==> src/design/qlu_pkg.sv <==
// Shared types, character codes and helper functions for the unescaper.
// No dependencies; used by qlu_core and quoted_literal_unescaper.
`default_nettype none

package qlu_pkg;

  localparam logic [7:0] CH_BSLASH = 8'h5C;
  localparam logic [7:0] CH_DQUOTE = 8'h22;
  localparam logic [7:0] CH_SQUOTE = 8'h27;
  localparam logic [7:0] CH_X      = 8'h78;
  localparam logic [7:0] CH_N      = 8'h6E;
  localparam logic [7:0] CH_R      = 8'h72;
  localparam logic [7:0] CH_T      = 8'h74;
  localparam logic [7:0] CH_LF     = 8'h0A;
  localparam logic [7:0] CH_CR     = 8'h0D;
  localparam logic [7:0] CH_TAB    = 8'h09;
  localparam logic [7:0] CH_ZERO   = 8'h30;
  localparam logic [7:0] CH_THREE  = 8'h33;
  localparam logic [7:0] CH_SEVEN  = 8'h37;

  localparam int unsigned MAX_RES = 4;

  typedef struct packed {
    logic [7:0] out_char;
    logic       char_valid;
    logic       literal_done;
    logic       single_char_kind;
    logic       unterminated;
    logic       run_last;
  } res_t;

  // All words caused by one source byte, lowest slot delivered first.
  typedef struct packed {
    res_t [MAX_RES-1:0] items;
    logic [2:0]         cnt;
  } grp_t;

  function automatic logic is_octal(input logic [7:0] b);
    return (b >= CH_ZERO) && (b <= CH_SEVEN);
  endfunction

  // Returns {valid, digit value}.
  function automatic logic [4:0] hex_val(input logic [7:0] b);
    logic [4:0] r;
    r = 5'd0;
    if (b >= 8'h30 && b <= 8'h39) begin
      r = {1'b1, 4'(b - 8'h30)};
    end else if (b >= 8'h61 && b <= 8'h66) begin
      r = {1'b1, 4'(b - 8'h57)};
    end else if (b >= 8'h41 && b <= 8'h46) begin
      r = {1'b1, 4'(b - 8'h37)};
    end
    return r;
  endfunction

  function automatic res_t char_res(input logic [7:0] ch);
    res_t r;
    r = '0;
    r.out_char   = ch;
    r.char_valid = 1'b1;
    return r;
  endfunction

endpackage

`default_nettype wire

==> src/design/qlu_core.sv <==
// Literal decoding state and the single-pass decode of one source byte.
// Depends on qlu_pkg; produces the group of words that the byte causes.
`default_nettype none

module qlu_core (
  input  wire logic          clk,
  input  wire logic          rst,
  input  wire logic          accept,
  input  wire logic [7:0]    src_byte,
  input  wire logic          source_end,
  output qlu_pkg::grp_t      grp
);

  typedef enum logic [2:0] {
    PH_IDLE, PH_BODY, PH_ESC, PH_OCT, PH_HEX1, PH_HEX2
  } phase_t;

  phase_t     phase, phase_next;
  logic [7:0] delimiter, delimiter_next;
  logic [7:0] octal_value, octal_value_next;
  logic [1:0] octal_count, octal_count_next;
  logic [1:0] octal_limit, octal_limit_next;
  logic [7:0] first_hex_byte, first_hex_byte_next;
  logic [1:0] decoded_count, decoded_count_next;

  logic [7:0] pre_ch [3];
  logic [1:0] pre_n;
  logic       do_body;
  logic [2:0] n;
  logic [4:0] hv_cur, hv_first;
  logic [7:0] oct_shift;
  logic [1:0] oct_cnt_inc;

  function automatic logic [1:0] sat_inc(input logic [1:0] v);
    return (v == 2'd2) ? v : v + 2'd1;
  endfunction

  assign hv_cur      = qlu_pkg::hex_val(src_byte);
  assign hv_first    = qlu_pkg::hex_val(first_hex_byte);
  assign oct_shift   = {octal_value[4:0], src_byte[2:0]};
  assign oct_cnt_inc = octal_count + 2'd1;

  always_comb begin
    phase_next          = phase;
    delimiter_next      = delimiter;
    octal_value_next    = octal_value;
    octal_count_next    = octal_count;
    octal_limit_next    = octal_limit;
    first_hex_byte_next = first_hex_byte;
    decoded_count_next  = decoded_count;
    pre_ch[0] = 8'h00;
    pre_ch[1] = 8'h00;
    pre_ch[2] = 8'h00;
    pre_n     = 2'd0;
    do_body   = 1'b0;
    grp       = '0;
    n         = 3'd0;

    if (source_end) begin
      if (phase != PH_IDLE) begin
        grp.items[0].unterminated = 1'b1;
        n = 3'd1;
      end
      phase_next         = PH_IDLE;
      decoded_count_next = 2'd0;
      octal_value_next   = 8'h00;
      octal_count_next   = 2'd0;
    end else begin
      case (phase)
        PH_IDLE: begin
          delimiter_next      = src_byte;
          decoded_count_next  = 2'd0;
          octal_value_next    = 8'h00;
          octal_count_next    = 2'd0;
          octal_limit_next    = 2'd0;
          first_hex_byte_next = 8'h00;
          phase_next          = PH_BODY;
        end
        PH_BODY: begin
          do_body = 1'b1;
        end
        PH_ESC: begin
          phase_next = PH_BODY;
          if (src_byte inside {qlu_pkg::CH_DQUOTE, qlu_pkg::CH_SQUOTE,
                               qlu_pkg::CH_BSLASH}) begin
            pre_ch[0] = src_byte;
            pre_n     = 2'd1;
          end else if (src_byte == qlu_pkg::CH_N) begin
            pre_ch[0] = qlu_pkg::CH_LF;
            pre_n     = 2'd1;
          end else if (src_byte == qlu_pkg::CH_R) begin
            pre_ch[0] = qlu_pkg::CH_CR;
            pre_n     = 2'd1;
          end else if (src_byte == qlu_pkg::CH_T) begin
            pre_ch[0] = qlu_pkg::CH_TAB;
            pre_n     = 2'd1;
          end else if (qlu_pkg::is_octal(src_byte)) begin
            octal_value_next = {5'd0, src_byte[2:0]};
            octal_count_next = 2'd1;
            octal_limit_next = (src_byte <= qlu_pkg::CH_THREE) ? 2'd3 : 2'd2;
            phase_next       = PH_OCT;
          end else if (src_byte == qlu_pkg::CH_X) begin
            phase_next = PH_HEX1;
          end else begin
            // Unknown escape: a literal backslash, then the byte as body.
            pre_ch[0] = qlu_pkg::CH_BSLASH;
            pre_n     = 2'd1;
            do_body   = 1'b1;
          end
        end
        PH_OCT: begin
          if (qlu_pkg::is_octal(src_byte)) begin
            octal_value_next = oct_shift;
            octal_count_next = oct_cnt_inc;
            if (oct_cnt_inc >= octal_limit) begin
              pre_ch[0]  = oct_shift;
              pre_n      = 2'd1;
              phase_next = PH_BODY;
            end
          end else begin
            pre_ch[0]  = octal_value;
            pre_n      = 2'd1;
            phase_next = PH_BODY;
            do_body    = 1'b1;
          end
        end
        PH_HEX1: begin
          if (hv_cur[4]) begin
            first_hex_byte_next = src_byte;
            phase_next          = PH_HEX2;
          end else begin
            pre_ch[0]  = qlu_pkg::CH_BSLASH;
            pre_ch[1]  = qlu_pkg::CH_X;
            pre_n      = 2'd2;
            phase_next = PH_BODY;
            do_body    = 1'b1;
          end
        end
        PH_HEX2: begin
          phase_next = PH_BODY;
          if (hv_cur[4]) begin
            pre_ch[0] = {(hv_first[4] ? hv_first[3:0] : 4'h0), hv_cur[3:0]};
            pre_n     = 2'd1;
          end else begin
            pre_ch[0] = qlu_pkg::CH_BSLASH;
            pre_ch[1] = qlu_pkg::CH_X;
            pre_ch[2] = first_hex_byte;
            pre_n     = 2'd3;
            do_body   = 1'b1;
          end
        end
        default: begin
          phase_next = PH_IDLE;
        end
      endcase

      for (int i = 0; i < 3; i++) begin
        if (2'(i) < pre_n) begin
          grp.items[i]       = qlu_pkg::char_res(pre_ch[i]);
          decoded_count_next = sat_inc(decoded_count_next);
        end
      end
      n = {1'b0, pre_n};

      if (do_body) begin
        if (src_byte == qlu_pkg::CH_BSLASH) begin
          phase_next = PH_ESC;
        end else if (src_byte == delimiter) begin
          grp.items[n[1:0]].literal_done     = 1'b1;
          grp.items[n[1:0]].single_char_kind = (decoded_count_next == 2'd1);
          n                  = n + 3'd1;
          phase_next         = PH_IDLE;
          decoded_count_next = 2'd0;
        end else begin
          grp.items[n[1:0]]  = qlu_pkg::char_res(src_byte);
          n                  = n + 3'd1;
          decoded_count_next = sat_inc(decoded_count_next);
        end
      end
    end

    if (n != 3'd0) begin
      grp.items[n[1:0] - 2'd1].run_last = 1'b1;
    end
    grp.cnt = n;
  end

  always_ff @(posedge clk) begin
    if (rst) begin
      phase          <= PH_IDLE;
      delimiter      <= 8'h00;
      octal_value    <= 8'h00;
      octal_count    <= 2'd0;
      octal_limit    <= 2'd0;
      first_hex_byte <= 8'h00;
      decoded_count  <= 2'd0;
    end else if (accept) begin
      phase          <= phase_next;
      delimiter      <= delimiter_next;
      octal_value    <= octal_value_next;
      octal_count    <= octal_count_next;
      octal_limit    <= octal_limit_next;
      first_hex_byte <= first_hex_byte_next;
      decoded_count  <= decoded_count_next;
    end
  end

endmodule

`default_nettype wire

==> src/design/quoted_literal_unescaper.sv <==
// Channel  | Dir | tdata            | tuser (low bit up)                       | tlast
// s_axis   | in  | src_byte         | -                                        | source_end
// m_axis   | out | out_char         | char_valid, literal_done, kind, unterm.  | run_last
//
// A source byte that causes at most one word is taken every cycle unless the master
// side stalls. A byte that causes k words (up to four) holds the slave side until all
// k are sent, one word per cycle while the master side is not stalled. The decode is
// one combinational pass into a group register, followed by a one-word output register.
// Reset is synchronous on rst; after it any byte is taken as the opening delimiter.
// Either side may stall freely; the group register and output register part them.
// Depends on qlu_pkg and qlu_core.
`default_nettype none

module quoted_literal_unescaper (
  input  wire logic       clk,
  input  wire logic       rst,
  input  wire logic       s_tvalid,
  output logic            s_tready,
  input  wire logic [7:0] s_tdata,   // [7:0] src_byte
  input  wire logic       s_tlast,   // source_end
  output logic            m_tvalid,
  input  wire logic       m_tready,
  output logic [7:0]      m_tdata,   // [7:0] out_char
  output logic [3:0]      m_tuser,   // [0] char_valid [1] literal_done
                                     // [2] single_char_kind [3] unterminated
  output logic            m_tlast    // run_last
);

  qlu_pkg::grp_t grp_new;
  qlu_pkg::grp_t grp_q;
  qlu_pkg::res_t out_q;
  logic          move;
  logic          accept;

  assign move     = (grp_q.cnt != 3'd0) && (!m_tvalid || m_tready);
  assign s_tready = (grp_q.cnt == 3'd0) || ((grp_q.cnt == 3'd1) && move);
  assign accept   = s_tvalid && s_tready;

  qlu_core u_core (
    .clk        (clk),
    .rst        (rst),
    .accept     (accept),
    .src_byte   (s_tdata),
    .source_end (s_tlast),
    .grp        (grp_new)
  );

  always_ff @(posedge clk) begin
    if (rst) begin
      m_tvalid  <= 1'b0;
      grp_q.cnt <= 3'd0;
    end else begin
      if (move) begin
        m_tvalid <= 1'b1;
      end else if (m_tready) begin
        m_tvalid <= 1'b0;
      end
      if (accept) begin
        grp_q.cnt <= grp_new.cnt;
      end else if (move) begin
        grp_q.cnt <= grp_q.cnt - 3'd1;
      end
    end
    // Word payloads; the group drains from its lowest slot.
    if (move) begin
      out_q <= grp_q.items[0];
    end
    if (accept) begin
      grp_q.items <= grp_new.items;
    end else if (move) begin
      grp_q.items <= {qlu_pkg::res_t'('0), grp_q.items[qlu_pkg::MAX_RES-1:1]};
    end
  end

  assign m_tdata = out_q.out_char;
  assign m_tuser = {out_q.unterminated, out_q.single_char_kind,
                    out_q.literal_done, out_q.char_valid};
  assign m_tlast = out_q.run_last;

endmodule

`default_nettype wire

==> config.mk <==
export PLATFORM = sky130hd
export DESIGN_NAME = quoted_literal_unescaper
export DESIGN_NICKNAME = d
export VERILOG_FILES = /design/src/design/qlu_pkg.sv /design/src/design/qlu_core.sv /design/src/design/quoted_literal_unescaper.sv
export SDC_FILE = /design/constraint.sdc
export NUM_CORES = 1
export LEC_CHECK = 0
export ABC_AREA = 0
export ABC_CLOCK_PERIOD_IN_PS = 7200
export BUFFER_PORTS_ARGS = -buffer_cell sky130_fd_sc_hd__buf_2
export CORE_AREA = 2 2 136 138
export DETAILED_ROUTE_END_ITERATION = 10
export DIE_AREA = 0 0 138 140
export MAX_ROUTING_LAYER = met4
export PLACE_DENSITY = 0.56
export SETUP_SLACK_MARGIN = 0.3
export SLEW_MARGIN = 40
export SYNTH_ARGS = -nofsm -noshare
export SYNTH_HDL_FRONTEND = slang
export SYNTH_HIERARCHICAL = 1
export SYNTH_SLANG_ARGS = --single-unit
==> constraint.sdc <==
create_clock -name clk -period 7.2 [get_ports clk]
set_clock_uncertainty 0.05 [all_clocks]
set_input_delay 1.44 -clock clk [delete_from_list [all_inputs] [get_ports clk]]
set_output_delay 1.44 -clock clk [all_outputs]
set_load 0.05 [all_outputs]
==> impl_metrics.tcl <==
set metrics [dict create \
    final_area_um2 6794 \
    hold_class "register to register" \
    run_status "completed" \
    cts-root-buf "clkbuf_16" \
    via_per_inst 5.480 \
    cts_hold_repair.buffers 0 \
    synth_edf_count 65 \
    place_hpwl_um 11260 \
    vias 4702 \
    synthFlopType "edfxtp_1" \
    rsz0062_at_grt "false" \
    yosysSeqAreaShare_pct 42.64 \
    cts_tree "done" \
    cellLeakagePower_nw 2.475 \
    drv_slew 0 \
    maxSlewHeadroom_pct 46.60 \
    crit_path_max_fanout 12 \
    post_cts_buffers 0 \
    synth.cell_area_um2 6315 \
    setup_viol_count_final 0 \
    antenna_found_initial 0 \
    critPathArrivalTime_ns 5.24 \
    route.detailed.drc 0 \
    fp.dieW_um 138 \
    final_nets 654 \
    maxCapViolCount 0 \
    layout_setup_ws_ns 2.022 \
    clkTransAtPathRegs_ns 0.07 \
    grt_pass1_wl_um 25030 \
    cts-htree-levels 3 \
    period_share_pct 71.92 \
    path_class "input pin to register" \
    initial_core_util_pct 35.52 \
    clk_latency_ns 0.36 \
    regToRegSetupSlack_ns 2.96 \
    grt_usage_pct 16.89 \
    row_count 49 \
    grt_pass1_vias 4535 \
    dp.cells 842 \
    ys_types 81 \
    synth-async-reset-ratio_pct 0 \
    n_fill_cell 1802 \
    yosysWarnings 6 \
    syn_area_per_cell_um2 10.14 \
    pre_cts_slack_ns 1.695 \
    synth_top_area_cell "edfxtp_1" \
    wl_um 15780 \
    timing.rr.start "u_core/octal_count[0]" \
    ioPinCount 28 \
    dieArea_um2 19320 \
    min_period_ns 5.178 \
    tightest_slew_ns 0.7957 \
    clock_sinks 102 \
    finalHoldViolCount 0 \
    worstHoldStart "grp_q[13]" \
    max_freq_mhz 193.1 \
    crit_required_ns 7.26 \
    instances_no_fill 858 \
    p_per_area_nw_per_um2 354.8 \
    synth_area_leaders "edfxtp_1 (31%), dfxtp_1 (12%), mux2_4 (8.6%), a21oi_1 (4.8%), nand2_1 (3.6%)" \
    r2r-end "grp_q[5]" \
    reg2regPathDepth 14 \
    area_growth_pct 7.589 \
    hold_depth 0 \
    postCtsResizedCells 0 \
    grt_max_degree 53 \
    crit_path_end_kind "register" \
    netlist.area_leader.share_pct 30.91 \
    whs_endpoint "m_tdata[5]" \
    postRouteAntennaNets 0 \
    dieHeight_um 140 \
    drive_gt1_share_pct 17.49 \
    synthCells 623 \
    wl_per_cell_um 18.39 \
    fin_setup_tns_ns 0 \
    gp_congestion 0.9076 \
    port_buffers 27 \
    crit_path_start_kind "input pin" \
    cts_buffers 9 \
    synth-seq-cells 102 \
    clk_path_buf_depth 2 \
    place_area_um2 6515 \
    peakVddDrop_mv 0.2198 \
    first_iter_violations 370 \
    core_um2 17780 \
    antenna_cells 0 \
    overflow 0 \
    firstDrtPassIters 5 \
]
==> cells in the mapped netlist, types with 6 or more instances <==
cell type,instances
buf_2,11
nand3b_1,11
nor3_1,16
a22oi_1,9
nand2b_1,15
ha_1,17
mux2_4,36
and3_1,19
a21oi_1,61
nor2_1,41
o21ai_1,6
edfxtp_1,65
inv_1,21
dfxtp_1,37
and2_1,16
nand2_1,61
clkbuf_1,21
xnor2_1,14
nand3_1,22
o21ai_0,9
==> sequential cells by signal, indices dropped and copies added (netlist names) <==
register               flops
m_tuser                    4
u_core/phase               3
u_core/first_hex_byte      8
u_core/octal_limit         2
m_tdata                    8
u_core/decoded_count       2
u_core/octal_count         2
u_core/octal_value         8
grp_q                     55
m_tlast                    1
m_tvalid                   1
u_core/delimiter           8
==> report_power, final <==
part           switching, W  leakage [nW]  internal (W)
Clock              0.000227         0.138      0.000238
Combinational      0.000596          1.37      0.000333
Sequential        0.0000651         0.969      0.000952
Total              0.000888          2.47       0.00152
==> kinds of logic after synthesis <==
group	share of synthesized area, %
flip-flops	42.64
adder cells (fa/ha/maj)	3.368
XOR/XNOR	2.358
buffers and inverters	5.568
other	0.05938
AND/OR/NAND/NOR	19.68
AO/OA/AOI/OAI	16.60
multiplexers	9.729
==> worst max-delay path, stage by stage <==
cell,delay [ns]
buf_2,0.19
inv_1,0.17
ha_1,0.26
nand2b_1,0.13
nor3_1,0.44
o22ai_1,0.16
a21oi_1,0.38
ha_1,0.48
nor2b_1,0.09
a31oi_1,0.46
nand2b_1,0.23
mux2i_1,0.10
a22oi_1,0.20
nor2b_1,0.09
and2_1,0.17
mux2_4,0.26
==> how the worst max path moves through the flow <==
stage / depth (start not counted) / startpoint / slack, ns / to
floorplan: 2 / m_tready / 1.32 / grp_q[10]
global route: 16 / s_tdata[1] / 1.66 / grp_q[5]
global placement: 16 / s_tdata[1] / 1.86 / grp_q[31]
CTS: 16 / s_tdata[1] / 2.07 / grp_q[5]
detailed placement: 16 / s_tdata[1] / 1.69 / grp_q[5]
finish: 16 / s_tdata[1] / 2.02 / grp_q[5]
==> placed cells by master (no fill, tap or decap), types with 4 or more instances in the layout <==
cell,netlist,routed
a21oi_1,61,61
a222oi_1,5,5
a22oi_1,9,9
a31oi_1,4,4
and2_1,16,16
and3_1,19,19
buf_2,11,27
clkbuf_16,0,9
dfxtp_1,37,37
edfxtp_1,65,65
ha_1,17,17
inv_1,21,21
mux2_4,36,36
mux2i_1,4,4
nand2_1,61,61
nand2b_1,15,15
nand3_1,22,22
nand3b_1,11,11
nand4_1,5,5
nor2_1,41,41
nor2b_1,5,5
nor3_1,16,15
o21a_1,5,5
o21ai_0,9,8
o21ai_1,6,6
xnor2_1,14,14
==> final cells by class <==
type / count / area (µm²) / area share (%)
clock buffers: 10 / 229.0 / 3.370
inverters: 23 / 88.84 / 1.308
repair buffers: 30 / 157.7 / 2.320
well taps: 229 / 286.5 / 4.217
flip-flops and latches: 102 / 2693 / 39.63
clock inverters: 6 / 45.04 / 0.6630
multi-input cells: 458 / 3294 / 48.49
==> per-layer routing <==
metal | track usage [%] | wire (µm)
met1 | 21.44 | 7396
met2 | 27.12 | 7388
met3 | 2.974 | 588
met4 | 6.337 | 406
met5 | - | 0
==> metrics by stage <==
stage                     total power (W)  util [%]  hold WS, ns
after floorplan                  0.001834         -       0.3503
after global placement           0.001944     36.64       0.3528
after detailed placement         0.001973     36.64       0.3565
after CTS                        0.002444     38.18       0.3744
after global routing             0.002544     38.21       0.3836
final                            0.002411     38.21       0.3704
(Power assumes the default switching activity.)
